## src/rtl/bst_pkg.sv

```systemverilog
// ----------------------------------------------------------------------------
// bst_pkg
// Shared constants, types and helpers for the breakpoint slot table.
// ----------------------------------------------------------------------------
package bst_pkg;

  localparam int SLOTS      = 16;
  localparam int ADDR_WIDTH = 16;

  localparam int FieldAw    = 16;
  localparam int LimitW     = 5;
  localparam int MaxResults = 16;
  localparam int SlotAw     = (ADDR_WIDTH < FieldAw) ? ADDR_WIDTH : FieldAw;
  localparam int SlotIw     = (SLOTS > 1) ? $clog2(SLOTS) : 1;

  typedef logic [SlotIw-1:0] slot_idx_t;
  typedef logic [SlotAw-1:0] slot_addr_t;
  typedef logic [SLOTS-1:0]  slot_vec_t;

  localparam logic [2:0] ActQuery    = 3'd0;
  localparam logic [2:0] ActSet      = 3'd1;
  localparam logic [2:0] ActSetTemp  = 3'd2;
  localparam logic [2:0] ActClear    = 3'd3;
  localparam logic [2:0] ActClearTmp = 3'd4;
  localparam logic [2:0] ActToggle   = 3'd5;
  localparam logic [2:0] ActList     = 3'd6;

  typedef struct packed {
    logic exec;
    logic list_start;
    logic list_emit;
    logic list_last;
  } cmd_t;

  typedef struct packed {
    logic out_free;
    logic any_perm;
    logic cand_any;
    logic cand_more;
  } sts_t;

  function automatic slot_idx_t lowest_idx(input slot_vec_t v);
    slot_idx_t idx;
    idx = '0;
    for (int i = SLOTS - 1; i >= 0; i--) begin
      if (v[i]) begin
        idx = slot_idx_t'(i);
      end
    end
    return idx;
  endfunction

endpackage

```

## src/rtl/bst_req_if.sv

```systemverilog
// ----------------------------------------------------------------------------
// bst_req_if
// Request channel: action, address and list limit with valid/ready.
// ----------------------------------------------------------------------------
interface bst_req_if;
  logic        valid;
  logic        ready;
  logic [2:0]  action;
  logic [15:0] address;
  logic [4:0]  list_limit;

  modport source (output valid, output action, output address, output list_limit,
                  input ready);
  modport sink   (input valid, input action, input address, input list_limit,
                  output ready);
endinterface

```

## src/rtl/bst_rsp_if.sv

```systemverilog
// ----------------------------------------------------------------------------
// bst_rsp_if
// Response channel: ok, listed address and last flag with valid/ready.
// ----------------------------------------------------------------------------
interface bst_rsp_if;
  logic        valid;
  logic        ready;
  logic        ok;
  logic [15:0] listed_address;
  logic        last;

  modport source (output valid, output ok, output listed_address, output last,
                  input ready);
  modport sink   (input valid, input ok, input listed_address, input last,
                  output ready);
endinterface

```

## src/rtl/bst_ctrl.sv

```systemverilog
// ----------------------------------------------------------------------------
// bst_ctrl
// Request sequencer: non-list actions, and the list walk with its count.
// ----------------------------------------------------------------------------
module bst_ctrl
  import bst_pkg::*;
(
  input  logic        clk_i,
  input  logic        rst_ni,
  input  logic        req_valid_i,
  input  logic [2:0]  req_action_i,
  input  logic [4:0]  req_list_limit_i,
  output logic        req_ready_o,
  input  sts_t        sts_i,
  output cmd_t        cmd_o
);

  localparam logic StIdle = 1'b0;
  localparam logic StList = 1'b1;

  logic              state_q, state_d;
  logic [LimitW-1:0] rem_q, rem_d;
  logic [LimitW-1:0] limit_cap;
  logic              accept;

  assign limit_cap = (req_list_limit_i > LimitW'(MaxResults)) ? LimitW'(MaxResults)
                                                              : req_list_limit_i;
  assign req_ready_o = (state_q == StIdle) && sts_i.out_free;
  assign accept      = req_ready_o && req_valid_i;

  always_comb begin
    state_d = state_q;
    rem_d   = rem_q;
    cmd_o   = '0;
    unique case (state_q)
      StIdle: begin
        if (accept) begin
          if (req_action_i == ActList && limit_cap != '0 && sts_i.any_perm) begin
            cmd_o.list_start = 1'b1;
            rem_d            = limit_cap;
            state_d          = StList;
          end else begin
            cmd_o.exec = 1'b1;
          end
        end
      end
      StList: begin
        if (sts_i.out_free) begin
          cmd_o.list_emit = 1'b1;
          cmd_o.list_last = (rem_q == LimitW'(1)) || !sts_i.cand_more;
          rem_d           = rem_q - LimitW'(1);
          if (cmd_o.list_last) begin
            state_d = StIdle;
          end
        end
      end
      default: state_d = StIdle;
    endcase
  end

  always_ff @(posedge clk_i or negedge rst_ni) begin
    if (!rst_ni) begin
      state_q <= StIdle;
      rem_q   <= '0;
    end else begin
      state_q <= state_d;
      rem_q   <= rem_d;
    end
  end

endmodule

```

## src/rtl/bst_dp.sv

```systemverilog
// ----------------------------------------------------------------------------
// bst_dp
// Slot registers, parallel match and free search, list scan and result register.
// ----------------------------------------------------------------------------
module bst_dp
  import bst_pkg::*;
(
  input  logic        clk_i,
  input  logic        rst_ni,
  input  logic [2:0]  req_action_i,
  input  logic [15:0] req_address_i,
  input  cmd_t        cmd_i,
  output sts_t        sts_o,
  input  logic        rsp_ready_i,
  output logic        rsp_valid_o,
  output logic        rsp_ok_o,
  output logic [15:0] rsp_listed_address_o,
  output logic        rsp_last_o
);

  slot_vec_t  act_q, act_d;
  slot_vec_t  tmp_q, tmp_d;
  slot_vec_t  done_q, done_d;
  slot_addr_t addr_q [SLOTS];

  slot_addr_t a;
  slot_vec_t  match_v, perm_v, cand_v, cand_rest;
  logic       m_found, m_temp, f_found;
  slot_idx_t  m_idx, f_idx, c_idx;

  logic       alloc_en, alloc_temp, free_en, perm_en, ok;

  logic        out_valid_q, ok_q, last_q;
  logic [15:0] listed_q, listed_d;

  assign a = req_address_i[SlotAw-1:0];

  always_comb begin
    for (int i = 0; i < SLOTS; i++) begin
      match_v[i] = act_q[i] && (addr_q[i] == a);
    end
  end

  assign perm_v  = act_q & ~tmp_q;
  assign cand_v  = perm_v & ~done_q;
  assign m_found = |match_v;
  assign m_idx   = lowest_idx(match_v);
  assign m_temp  = tmp_q[m_idx];
  assign f_found = |(~act_q);
  assign f_idx   = lowest_idx(~act_q);
  assign c_idx   = lowest_idx(cand_v);

  always_comb begin
    for (int i = 0; i < SLOTS; i++) begin
      cand_rest[i] = cand_v[i] && (slot_idx_t'(i) > c_idx);
    end
  end

  always_comb begin
    alloc_en   = 1'b0;
    alloc_temp = 1'b0;
    free_en    = 1'b0;
    perm_en    = 1'b0;
    ok         = 1'b0;
    unique case (req_action_i)
      ActQuery: ok = m_found;
      ActSet, ActToggle: begin
        if (m_found && !m_temp && req_action_i == ActToggle) begin
          free_en = 1'b1;
          ok      = 1'b1;
        end else if (m_found) begin
          perm_en = 1'b1;
          ok      = m_temp;
        end else begin
          alloc_en = f_found;
          ok       = f_found;
        end
      end
      ActSetTemp: begin
        if (!m_found) begin
          alloc_en   = f_found;
          alloc_temp = 1'b1;
          ok         = f_found;
        end
      end
      ActClear: begin
        free_en = m_found && !m_temp;
        ok      = free_en;
      end
      ActClearTmp: begin
        free_en = m_found && m_temp;
        ok      = free_en;
      end
      default: ok = 1'b0;
    endcase
  end

  always_comb begin
    act_d = act_q;
    tmp_d = tmp_q;
    if (cmd_i.exec) begin
      if (alloc_en) begin
        act_d[f_idx] = 1'b1;
        tmp_d[f_idx] = alloc_temp;
      end
      if (free_en) begin
        act_d[m_idx] = 1'b0;
      end
      if (perm_en) begin
        tmp_d[m_idx] = 1'b0;
      end
    end
  end

  always_comb begin
    done_d = done_q;
    if (cmd_i.list_start) begin
      done_d = '0;
    end else if (cmd_i.list_emit) begin
      for (int i = 0; i < SLOTS; i++) begin
        done_d[i] = done_q[i] || (slot_idx_t'(i) <= c_idx);
      end
    end
  end

  always_comb begin
    listed_d                = '0;
    listed_d[SlotAw-1:0]    = addr_q[c_idx];
  end

  always_ff @(posedge clk_i or negedge rst_ni) begin
    if (!rst_ni) begin
      act_q  <= '0;
      tmp_q  <= '0;
      done_q <= '0;
    end else begin
      act_q  <= act_d;
      tmp_q  <= tmp_d;
      done_q <= done_d;
    end
  end

  always_ff @(posedge clk_i) begin
    if (cmd_i.exec && alloc_en) begin
      addr_q[f_idx] <= a;
    end
  end

  always_ff @(posedge clk_i or negedge rst_ni) begin
    if (!rst_ni) begin
      out_valid_q <= 1'b0;
    end else if (cmd_i.exec || cmd_i.list_emit) begin
      out_valid_q <= 1'b1;
    end else if (rsp_ready_i) begin
      out_valid_q <= 1'b0;
    end
  end

  always_ff @(posedge clk_i) begin
    if (cmd_i.exec) begin
      ok_q     <= ok;
      listed_q <= '0;
      last_q   <= 1'b1;
    end else if (cmd_i.list_emit) begin
      ok_q     <= 1'b1;
      listed_q <= listed_d;
      last_q   <= cmd_i.list_last;
    end
  end

  assign sts_o.out_free  = !out_valid_q || rsp_ready_i;
  assign sts_o.any_perm  = |perm_v;
  assign sts_o.cand_any  = |cand_v;
  assign sts_o.cand_more = |cand_rest;

  assign rsp_valid_o          = out_valid_q;
  assign rsp_ok_o             = ok_q;
  assign rsp_listed_address_o = listed_q;
  assign rsp_last_o           = last_q;

endmodule

```

## src/rtl/breakpoint_slot_table.sv

```systemverilog
// ----------------------------------------------------------------------------
// breakpoint_slot_table
// Breakpoint slot table with query, set, clear, toggle and list actions.
// ----------------------------------------------------------------------------
// Every action other than list completes in one pass: all slot addresses are
// compared at once against the request, the lowest matching and lowest free
// slots are picked by priority encoders, the slot flags update and the single
// result is registered, so one such item is taken per cycle while the result
// register is free. A list emits, one result at a time, each address that the
// scan finds in the lowest unlisted permanent slot, holding while a result is
// not taken; no item is taken until its last result is loaded. An empty list
// gives one failed result. Reset clears all slots; there is no clearing pass.
module breakpoint_slot_table
  import bst_pkg::*;
(
  input  logic       clk_i,
  input  logic       rst_ni,
  bst_req_if.sink    req,
  bst_rsp_if.source  rsp
);

  cmd_t cmd;
  sts_t sts;

  bst_ctrl u_ctrl (
    .clk_i            (clk_i),
    .rst_ni           (rst_ni),
    .req_valid_i      (req.valid),
    .req_action_i     (req.action),
    .req_list_limit_i (req.list_limit),
    .req_ready_o      (req.ready),
    .sts_i            (sts),
    .cmd_o            (cmd)
  );

  bst_dp u_dp (
    .clk_i                (clk_i),
    .rst_ni               (rst_ni),
    .req_action_i         (req.action),
    .req_address_i        (req.address),
    .cmd_i                (cmd),
    .sts_o                (sts),
    .rsp_ready_i          (rsp.ready),
    .rsp_valid_o          (rsp.valid),
    .rsp_ok_o             (rsp.ok),
    .rsp_listed_address_o (rsp.listed_address),
    .rsp_last_o           (rsp.last)
  );

  a_cmd_onehot: assert property (@(posedge clk_i) disable iff (!rst_ni)
    $onehot0({cmd.exec, cmd.list_start, cmd.list_emit}))
    else $error("more than one datapath command at once");

  a_emit_has_slot: assert property (@(posedge clk_i) disable iff (!rst_ni)
    cmd.list_emit |-> sts.cand_any)
    else $error("list emit with no permanent slot left");

  a_busy_after_start: assert property (@(posedge clk_i) disable iff (!rst_ni)
    cmd.list_start |=> !req.ready)
    else $error("request taken during a list");

  a_fail_is_last: assert property (@(posedge clk_i) disable iff (!rst_ni)
    (rsp.valid && !rsp.ok) |-> rsp.last)
    else $error("failed result not marked last");

endmodule
```

## src/flat_wrapper.sv

```systemverilog
// flat-port wrapper written by rule: the top's interface ports become plain ports
module breakpoint_slot_table_flat import bst_pkg::*;
  (clk_i, rst_ni, req_valid, req_action, req_address, req_list_limit, req_ready, rsp_valid, rsp_ok, rsp_listed_address, rsp_last, rsp_ready);
  bst_req_if req_i ();
  bst_rsp_if rsp_i ();
  input  logic clk_i;
  input  logic rst_ni;
  input wire logic [$bits(req_i.valid)-1:0] req_valid;
  input wire logic [$bits(req_i.action)-1:0] req_action;
  input wire logic [$bits(req_i.address)-1:0] req_address;
  input wire logic [$bits(req_i.list_limit)-1:0] req_list_limit;
  output wire logic [$bits(req_i.ready)-1:0] req_ready;
  output wire logic [$bits(rsp_i.valid)-1:0] rsp_valid;
  output wire logic [$bits(rsp_i.ok)-1:0] rsp_ok;
  output wire logic [$bits(rsp_i.listed_address)-1:0] rsp_listed_address;
  output wire logic [$bits(rsp_i.last)-1:0] rsp_last;
  input wire logic [$bits(rsp_i.ready)-1:0] rsp_ready;
  assign req_i.valid = req_valid;
  assign req_i.action = req_action;
  assign req_i.address = req_address;
  assign req_i.list_limit = req_list_limit;
  assign req_ready = req_i.ready;
  assign rsp_valid = rsp_i.valid;
  assign rsp_ok = rsp_i.ok;
  assign rsp_listed_address = rsp_i.listed_address;
  assign rsp_last = rsp_i.last;
  assign rsp_i.ready = rsp_ready;
  breakpoint_slot_table u_core (.clk_i(clk_i), .rst_ni(rst_ni), .req(req_i), .rsp(rsp_i));
endmodule
```

## config.mk

```make
export PLATFORM = sky130hd
export DESIGN_NAME = breakpoint_slot_table_flat
export DESIGN_NICKNAME = d
export VERILOG_FILES = /design/src/rtl/bst_pkg.sv /design/src/rtl/bst_req_if.sv /design/src/rtl/bst_rsp_if.sv /design/src/rtl/bst_ctrl.sv /design/src/rtl/bst_dp.sv /design/src/rtl/breakpoint_slot_table.sv /design/src/flat_wrapper.sv
export SDC_FILE = /design/constraint.sdc
export NUM_CORES = 1
export LEC_CHECK = 0
export BUFFER_PORTS_ARGS = -buffer_cell sky130_fd_sc_hd__buf_2
export CORE_AREA = 2 2 224 226
export CTS_BUF_LIST = sky130_fd_sc_hd__clkbuf_8 sky130_fd_sc_hd__clkbuf_16
export DETAILED_ROUTE_END_ITERATION = 8
export DIE_AREA = 0 0 226 228
export GPL_TIMING_DRIVEN = 0
export PLACE_DENSITY_LB_ADDON = 0.12
export RECOVER_POWER = 100
export SLEW_MARGIN = 20
export SYNTH_ARGS = -nofsm -noshare
export SYNTH_HDL_FRONTEND = slang
export SYNTH_HIERARCHICAL = 1
export SYNTH_SLANG_ARGS = --single-unit
```

## constraint.sdc

```tcl
create_clock -name clk_i -period 6.35 [get_ports clk_i]
set_input_delay 0.3175 -clock clk_i [delete_from_list [all_inputs] [get_ports clk_i]]
set_output_delay 0.3175 -clock clk_i [all_outputs]
set_load 0.1 [all_outputs]
```

==> run summary, run 1 <==
Outcome: complete, but fails checks
Failing checks: capacitance limit, slew limit
Critical path launch point: u_core/u_dp/act_q[15]$_DFFE_PN0P_
Slew Limit Headroom: -116%
Final core utilization: 40.5%
Io pins: 48
Min Clock Period, post-route: 5840 ps
Number of setup violations in the final report: 0
Final estimated routing congestion in global placement: 0.949
Diodes inserted: 0
Area used by multi-input combinational logic: 7560 µm²
Ys Warns: 6
Routed wire length: 74.5 mm
Leakage: 6.96 nW
RSZ-0062 raised after global routing: no
Slowest stage cell, crit path: nor4_1
Mean Syn Cell Area: 10.3 µm²
Worst R2R End: u_core/u_dp/rsp_listed_address_o[8]$_SDFFE_PP0P_
Vias in the first global route: 14000
Initial antenna violation count: 1
Reg2reg setup slack: 510 ps
Net Switching: 4.71 mW
Synthesized instance count: 1690
Levels on crit path: 15
Global route overflow: 0
Worst reg2reg path startpoint: u_core/u_dp/act_q[15]$_DFFE_PN0P_
Clock share of power: 23.8%
Path depth of the worst reg2reg path: 15
Worst hold stages: 3
Clock transition at path regs: 60 ps
Total Nets Final: 1820
Hpwl dp: 55.2 mm
Die height: 228 µm
CTS tree: done
Area Growth Syn to Fin: 14.5%
Fillers: 4844
Final setup skew: 26.0 ps
Reg area: 9430 µm²
Mapped cell area: 17500 µm²
TritonRoute pass-1 iters: 5
ANT nets after route: 0
Core area: 49300 µm²
Sink Count: 329
Crit path top cell by count: a21oi_1
# H-tree levels: 2
Max Freq: 0.171 GHz
Most common cell after layout, fill and taps aside: nand2_1
Drt wl/cell: 29.9 µm
Count of final hold-check violations: 0
Period Utilization, post-route: 91.9%
Cts bufs inserted: 40
Worst slew pin tran: 3240 ps
Die width: 226 µm
Commonest cells after routing, fill and taps aside: 321 x nand2_1, 257 x edfxtp_1, 154 x a21oi_1
Comb pwr share: 48.4%
CP top delay family: simple AND/OR/NAND/NOR gates
CP Launch Type: flip-flop
Pint: 4.80 mW
CP arrival: 6230 ps
CP bufs+invs: 2
DRC errors left: 0
Setup TNS: 0 ps
CP max FO: 10
Worst hold slack: 65.6 ps
Die area: 51500 µm²
GRT Util Overall: 28.9%
Layout cells sized above 1: 8.23%
Seq pwr share: 27.8%
WP data required: 6750 ps
Slew Viols, Final: 56
Clk Latency, worst-skew pair: 570 ps
Hold WC Path Type: in2reg
Sw Share: 49.5%
Starting Density: 35.4%
Vias: 14400
CP endpoint kind: flip-flop
WHS Endpoint: u_core/u_ctrl/rem_q[0]$_DFFE_PN0P_
IO Port Bufs: 47
CTS root buf: clkbuf_16
Crit-path cells: nor3b_1 > a21oi_1 > o22ai_1 > a21oi_1 > o22ai_1 > a21oi_1 > o21ba_1 > o21ai_0 > nand2_1 > clkbuf_1 > clkbuf_1 > nand2_1 > a21oi_1 > nor4_1 > o221ai_1
Clock buffer depth: 3
Hold Startpoint: req_list_limit[0]
Row cnt: 82
First-pass GRT wire length: 105 mm
Crit path kind: reg2reg
Max_cap viols: 2
Peak VDD IR: 0.342 mV
Crit-path max cell delay: 1140 ps
Pin count of the biggest net entering global routing: 56
Vias/cell: 5.76
Syn nets: 1720
PwrDens: 475 nW/µm²
Starting DRT DRC Count: 1694
==> metal layers <==
metal  wire length [µm]  GRT usage (%)
met1              30800           39.3
met5                 10              0
met4               3460           13.3
met3               6440           5.38
met2              33700           44.6
==> tightest hold or removal path: cells and delay by family <==
family / cells / cell delay (ps)
simple gates: 2 / 180
buf+inv: 1 / 100
==> metrics by stage <==
step	area (µm²)	setup slack [ps]	instances	total power, mW
floorplan	17500	2780	1690	5.14
global placement	18500	303	2409	7.14
detailed placement	18800	825	2419	7.20
CTS	20100	824	2494	9.47
global route	20000	347	2494	9.79
finish	20000	513	2494	9.50
==> registers in the layout (all words and copies together), names as in the netlist <==
register	cells
u_core/u_dp/addr_q	256
u_core/u_dp/act_q	16
u_core/u_dp/done_q	16
u_core/u_dp/rsp_listed_address_o	16
u_core/u_dp/tmp_q	16
u_core/u_ctrl/rem_q	5
u_core/u_ctrl/state_q	1
u_core/u_dp/rsp_last_o	1
u_core/u_dp/rsp_ok_o	1
u_core/u_dp/rsp_valid_o	1
==> timing repair <==
item                      4_1_cts  5_1_grt
buffers inserted                0        0
hold buffers                    1        0
hold endpoints to repair       55        0
gates resized for setup         0        0
==> power by group through the flow <==
| stage | combinational, mW | clock [mW] | sequential [mW] |
|---|---|---|---|
| 2_1_floorplan | 2.12 | 0 | 3.02 |
| 4_1_cts | 4.53 | 2.30 | 2.64 |
| 3_3_place_gp | 4.46 | 0 | 2.68 |
| 3_5_place_dp | 4.52 | 0 | 2.68 |
| 5_1_grt | 4.75 | 2.39 | 2.66 |
| 6_report | 4.60 | 2.26 | 2.64 |
==> final cells by class <==
type	count	area share, %
buffer	93	2.27
clock buffer	52	6.00
clock inverter	22	0.525
inverter	22	0.413
multi-input combinational	1246	37.8
sequential	329	47.2
tap	672	4.20
timing repair buffer	58	1.61
==> how the worst max path moves through the flow <==
| stage | end | slack (ps) |
|---|---|---|
| 2_1_floorplan | u_core/u_dp/addr_q[1][0]$_DFFE_PP_ | 2780 |
| 3_3_place_gp | u_core/u_dp/addr_q[12][10]$_DFFE_PP_ | 300 |
| 3_5_place_dp | u_core/u_dp/rsp_listed_address_o[4]$_SDFFE_PP0P_ | 830 |
| 4_1_cts | u_core/u_dp/rsp_listed_address_o[4]$_SDFFE_PP0P_ | 820 |
| 5_1_grt | u_core/u_dp/addr_q[0][3]$_DFFE_PP_ | 350 |
| 6_report | u_core/u_dp/rsp_listed_address_o[8]$_SDFFE_PP0P_ | 510 |
(Power assumes the default switching activity.)
==> run 2, diff against run 1 <==
--- a/config.mk
+++ b/config.mk
@@ -13,6 +13,7 @@
 export GPL_TIMING_DRIVEN = 0
 export PLACE_DENSITY_LB_ADDON = 0.12
 export RECOVER_POWER = 100
+export REMOVE_ABC_BUFFERS = 1
 export SLEW_MARGIN = 20
 export SYNTH_ARGS = -nofsm -noshare
 export SYNTH_HDL_FRONTEND = slang
==> run 2 against run 1 <==
Net effect:
- the flow still finishes with violations (capacitance limit, slew limit)
- setup slack better by 430 ps
- hold slack lost 17 ps
- first-iteration DRC count fell by 19%
- highest routed layer is now met4
- count of clock-buffer cells in the layout shrank 4
- flip-flop and latch count unchanged
- sequential power about the same
==> run summary, run 2 (same netlist as run 1, synthesis figures left out) <==
CP max FO: 32
Crit-path cells: clkbuf_1 > xor2_1 > nor4_1 > nand3_1 > nor3_1 > nand2b_1 > nor3_1 > inv_1 > nor3_2 > nand4b_1 > nor2_1 > buf_8
Biggest register: u_core/u_dp/addr_q
Sw Share: 45.6%
CP top delay family: simple AND/OR/NAND/NOR gates
Initial antenna violation count: 0
IO Port Bufs: 47
RSZ-0062 raised after global routing: no
Period Utilization, post-route: 85.2%
Die height: 228 µm
CTS resizes: 0
TritonRoute pass-1 iters: 6
Core area: 49300 µm²
Row cnt: 82
CP arrival: 5680 ps
Clock buffer depth: 3
Setup TNS: 0 ps
Sink Count: 329
GRT Util Overall: 23.1%
Seq pwr share: 29.7%
Die area: 51500 µm²
Io pins: 48
Reg2reg setup slack: 1010 ps
Worst hold stages: 3
Fillers: 4823
Comb pwr share: 43.8%
Vias in the first global route: 13100
Pin count of the biggest net entering global routing: 57
Global route overflow: 0
CP bufs+invs: 3
Starting Density: 35.4%
PwrDens: 454 nW/µm²
Crit-path max cell delay: 1460 ps
Failing checks: capacitance limit, slew limit
Max_cap viols: 5
Hold Startpoint: req_list_limit[0]
Pre-CTS WS: 1230 ps
Number of setup violations in the final report: 0
Clk Latency, worst-skew pair: 590 ps
Path depth of the worst reg2reg path: 14
ANT nets after route: 0
Crit path kind: in2reg
Final estimated routing congestion in global placement: 0.928
Area Growth Syn to Fin: 13.3%
Hold WC Path Type: in2reg
Slew Viols, Final: 188
WHS Endpoint: u_core/u_ctrl/rem_q[0]$_DFFE_PN0P_
Final Worst Setup Slack: 943 ps
Pint: 4.89 mW
Min Clock Period, post-route: 5410 ps
Total Nets Final: 1740
Most common cell after layout, fill and taps aside: nand2_1
Max reg flops: 256
CTS tree: done
Diodes inserted: 0
Max Freq: 0.185 GHz
Slowest stage cell, crit path: clkbuf_1
Leakage: 6.87 nW
Worst reg2reg path startpoint: u_core/u_dp/act_q[15]$_DFFE_PN0P_
Outcome: complete, but fails checks
Commonest cells after routing, fill and taps aside: 319 x nand2_1, 257 x edfxtp_1, 154 x a21oi_1
Clock transition at path regs: 50 ps
CP Launch Type: input port
Layout cells sized above 1: 7.92%
Starting DRT DRC Count: 1378
Count of final hold-check violations: 0
WP data required: 6620 ps
CP endpoint kind: flip-flop
Hpwl dp: 40.5 mm
Slew Limit Headroom: -112%
Peak VDD IR: 0.442 mV
First-pass GRT wire length: 88.2 mm
Crit path top cell by count: nor3_1
Worst R2R End: u_core/u_dp/rsp_listed_address_o[5]$_SDFFE_PP0P_
Clock share of power: 26.5%
Die width: 226 µm
Routed wire length: 59.2 mm
CTS root buf: clkbuf_16
Net Switching: 4.10 mW
Final setup skew: 27.5 ps
Vias: 13300
DRC errors left: 0
# H-tree levels: 2
Levels on crit path: 12
Worst slew pin tran: 3170 ps
Cts bufs inserted: 42
Drt wl/cell: 24.5 µm
Vias/cell: 5.51
run 2: changes by cell type in the layout (fill, tap and decap cells not counted), moves of 3 or more:
cell      change
clkbuf_1     -67
buf_4        -14
nor2_1        +9
nor2_4        -9
clkinv_1      +8
inv_1         -8
buf_2         -5
clkbuf_8      -5
buf_1         -3
buf_16        +3
buf_8         +3
run 2: worst reg2reg max path: cells and delay by family, from the launching register on:
family                 cells  cell delay (ps)
buffers and inverters      1              830
and+or+nand+nor            4             1930
AOI/OAI and AO/OA          9             1940
DFF                        1              510
run 2: worst max-delay path by stage:
stage                                      start                                           endpoint  slack [ps]
2_1_floorplan  u_core/u_dp/tmp_q[13]$_DFFE_PN0P_  u_core/u_dp/rsp_listed_address_o[13]$_SDFFE_PP0P_        1570
3_3_place_gp   u_core/u_dp/act_q[15]$_DFFE_PN0P_  u_core/u_dp/rsp_listed_address_o[13]$_SDFFE_PP0P_       -1760
3_5_place_dp                      req_address[1]                u_core/u_dp/addr_q[10][1]$_DFFE_PP_        1230
4_1_cts        u_core/u_dp/act_q[15]$_DFFE_PN0P_   u_core/u_dp/rsp_listed_address_o[5]$_SDFFE_PP0P_        1690
5_1_grt                           req_address[5]                  u_core/u_dp/act_q[14]$_DFFE_PN0P_         680
6_report                         req_address[12]               u_core/u_dp/addr_q[15][13]$_DFFE_PP_         940
run 2: power by group through the flow:
stage | clock (mW) | combinational (mW) | sequential [mW]
after floorplan | 0 | 2.09 | 3.02
after global placement | 0 | 3.48 | 2.70
after detailed placement | 0 | 3.97 | 2.70
after CTS | 2.43 | 3.97 | 2.66
after global routing | 2.53 | 4.19 | 2.69
final | 2.38 | 3.94 | 2.67
run 2: cell type report:
type	count	area (µm²)	share of cell area [%]
well taps	672	841	4.25
clock inverters	29	233	1.18
flip-flops and latches	329	9430	47.7
multi-input cells	1246	7520	38.0
repair buffers	69	522	2.64
clock buffers	48	1160	5.84
inverters	22	82.6	0.417
run 2: per-layer routing:
layer | global-route usage, % | vias up | routed length (µm)
li1 | - | 6119 | -
met1 | 34.2 | 6664 | 28200
met2 | 35.2 | 443 | 26400
met3 | 2.81 | 85 | 3030
met4 | 6.83 | 0 | 1550
met5 | 0 | - | 0
run 2: per-stage QoR:
stage / power (mW) / cell area [µm²] / util (%) / hold slack, ps / instances
floorplan: 5.12 / 17000 / - / 21.9 / 1597
global placement: 6.18 / 18100 / 36.6 / 472 / 2316
detailed placement: 6.67 / 18500 / 37.5 / 444 / 2337
CTS: 9.06 / 19900 / 40.3 / 30.3 / 2415
global route: 9.41 / 19800 / 40.1 / 56.2 / 2415
finish: 8.99 / 19800 / 40.1 / 48.8 / 2415
run 2: repair_timing:
action | in CTS | in global routing
endpoints found under the hold margin | 55 | 0
hold buffers | 1 | 0
buffers inserted | 0 | 0
==> run 3, diff against run 2 <==
--- a/config.mk
+++ b/config.mk
@@ -5,15 +5,17 @@
 export SDC_FILE = /design/constraint.sdc
 export NUM_CORES = 1
 export LEC_CHECK = 0
+export ABC_AREA = 1
 export BUFFER_PORTS_ARGS = -buffer_cell sky130_fd_sc_hd__buf_2
-export CORE_AREA = 2 2 224 226
+export CORE_AREA = 2 2 243 245
 export CTS_BUF_LIST = sky130_fd_sc_hd__clkbuf_8 sky130_fd_sc_hd__clkbuf_16
 export DETAILED_ROUTE_END_ITERATION = 8
-export DIE_AREA = 0 0 226 228
+export DIE_AREA = 0 0 245 247
 export GPL_TIMING_DRIVEN = 0
 export PLACE_DENSITY_LB_ADDON = 0.12
 export RECOVER_POWER = 100
 export REMOVE_ABC_BUFFERS = 1
+export SETUP_SLACK_MARGIN = 0.1
 export SLEW_MARGIN = 20
 export SYNTH_ARGS = -nofsm -noshare
 export SYNTH_HDL_FRONTEND = slang
==> run 3 against run 2 <==
Net effect:
- the run still ends with capacitance limit, slew limit left
- sequential share of layout area decreased by 6.5 points
- critical path type unchanged
- wire length increased by 51%
- cell area increased by 16%
- clock skew increased by 2.8 ps
- register-to-register slack got worse by 420 ps
- flip-flop and latch count unchanged
- critical endpoint is now u_core/u_dp/addr_q[15][9]$_DFFE_PP_
- count of clock-buffer cells in the layout decreased by 3
==> run summary, run 3 <==
Outcome: complete, but fails checks
Failing checks: capacitance limit, slew limit
Mapped cell area: 20600 µm²
Synthesized instance count: 2607
Count of final hold-check violations: 0
Biggest register: u_core/u_dp/addr_q
Mean Syn Cell Area: 7.89 µm²
Crit path top cell by count: nand2_1
Min Clock Period, post-route: 5930 ps
Max Freq: 0.169 GHz
Starting Density: 35.3%
Slew Limit Headroom: -116%
Total Nets Final: 2633
Clock buffer depth: 3
CP max FO: 33
First-pass GRT wire length: 129 mm
Crit-path max cell delay: 1720 ps
Row cnt: 89
IO Port Bufs: 47
RSZ-0062 raised after global routing: no
Drt wl/cell: 26.3 µm
Leakage: 9.42 nW
Die area: 60500 µm²
Io pins: 48
Comb pwr share: 46.9%
Worst slew pin tran: 3230 ps
Hold WC Path Type: in2reg
Placed insts: 3329
ANT nets after route: 0
Vias/cell: 5.81
CTS tree: done
CTS root buf: clkbuf_16
Clock transition at path regs: 60 ps
WP data required: 6640 ps
Area Growth Syn to Fin: 11.3%
# H-tree levels: 2
Max_cap viols: 4
GRT Util Overall: 29.4%
Pint: 5.27 mW
Clock share of power: 26.5%
Routed wire length: 89.6 mm
Vias: 19800
Slowest stage cell, crit path: clkbuf_1
Net Switching: 4.85 mW
Core area: 58200 µm²
Most common cell after layout, fill and taps aside: nand2_1
DRC errors left: 0
Period Utilization, post-route: 93.4%
Final Worst Setup Slack: 420 ps
Initial antenna violation count: 1
CP Launch Type: input port
Die height: 247 µm
Seq pwr share: 26.6%
Number of setup violations in the final report: 0
Die width: 245 µm
CP bufs+invs: 3
CP arrival: 6220 ps
Final cell count without fillers: 3413
Clk Latency, worst-skew pair: 600 ps
Fillers: 6011
Setup TNS: 0 ps
Pin count of the biggest net entering global routing: 73
Sink Count: 329
Post-CTS Repair Setup Buffers: 0
TritonRoute pass-1 iters: 6
CP top delay family: simple AND/OR/NAND/NOR gates
Vias in the first global route: 18900
Ys Warns: 6
PwrDens: 442 nW/µm²
Commonest cells after routing, fill and taps aside: 573 x nand2_1, 326 x inv_1, 296 x nor2_1
Reg area: 9430 µm²
Slew Viols, Final: 114
Peak VDD IR: 0.390 mV
Global route overflow: 0
Hpwl dp: 60.8 mm
Crit path kind: in2reg
Final setup skew: 30.2 ps
Pre-CTS WS: -159 ps
Starting DRT DRC Count: 2275
Final estimated routing congestion in global placement: 0.925
Cts bufs inserted: 43
Area used by multi-input combinational logic: 9190 µm²
Crit-path cells: clkbuf_1 > xnor2_1 > nand3b_1 > nor2_1 > nand3_1 > nand2_1 > inv_1 > nand4_1 > nor3b_4 > nand2_1 > o21ai_2 > nand2_2 > nor2_1 > nand2_1 > nor2_2 > buf_6
Sw Share: 48.0%
Power, Total: 10.1 mW
Layout cells sized above 1: 7.13%
CP endpoint kind: flip-flop
Max reg flops: 256
==> run 3: repair_timing <==
item | 4_1_cts | 5_1_grt
hold endpoints to repair | 55 | 0
setup endpoints to repair | 0 | 16
hold buffers | 1 | 0
resized for setup | 0 | 1
==> run 3: path summary, 6_finish.rpt <==
path	start	to	slack (ps)	cells after the start
worst max-delay path	req_address[8]	u_core/u_dp/addr_q[15][9]$_DFFE_PP_	420	16
worst min-delay path	req_list_limit[0]	u_core/u_ctrl/rem_q[0]$_DFFE_PN0P_	80	5
worst max register to register	u_core/u_dp/act_q[12]$_DFFE_PN0P_	u_core/u_dp/rsp_listed_address_o[5]$_SDFFE_PP0P_	590	16
worst min register to register	u_core/u_dp/rsp_last_o$_SDFFE_PP1P_	u_core/u_dp/rsp_last_o$_SDFFE_PP1P_	470	2
max in group asynchronous	rst_ni	u_core/u_dp/act_q[11]$_DFFE_PN0P_	3150	2
min in group asynchronous	rst_ni	u_core/u_dp/done_q[14]$_DFFE_PN0P_	1380	2
==> run 3: metrics by stage <==
step	util (%)	hold slack [ps]	cell area [µm²]
6_report	39.3	76.4	22900
5_1_grt	39.3	100	22900
4_1_cts	39.6	53.7	23100
3_5_place_dp	36.9	436	21500
3_3_place_gp	36.3	457	21100
2_1_floorplan	-	21.9	19900
==> run 3: worst min-delay path: cells and delay by family <==
| kind | cells | cell delay (ps) |
|---|---|---|
| compound gates | 1 | 60 |
| buf+inv | 1 | 90 |
| simple gates | 3 | 150 |
==> run 3: layout make-up <==
type	instances	share of cell area [%]
Clock inverter	35	1.88
Inverter	340	5.62
Clock buffer	45	4.87
Antenna cell	2	0.0219
Timing Repair Buffer	66	2.07
Tap cell	773	4.22
Multi-Input combinational cell	1823	40.1
Sequential cell	329	41.2
==> run 3: layer usage <==
metal | GRT usage, % | wire length (µm) | vias up
met5 | 0 | 0 | -
met4 | 15.7 | 5310 | 0
met3 | 4.43 | 7420 | 237
met2 | 44.8 | 38700 | 1055
met1 | 40.3 | 38200 | 9565
li1 | - | - | 8965
==> run 3: power by group through the flow <==
| stage | Sequential [mW] | Combinational [mW] | Clock, mW |
|---|---|---|---|
| after floorplan | 2.90 | 2.36 | 0 |
| after detailed placement | 2.72 | 4.64 | 0 |
| final | 2.69 | 4.75 | 2.68 |
| after global routing | 2.70 | 5.01 | 2.81 |
| after CTS | 2.68 | 4.66 | 2.74 |
| after global placement | 2.73 | 3.99 | 0 |
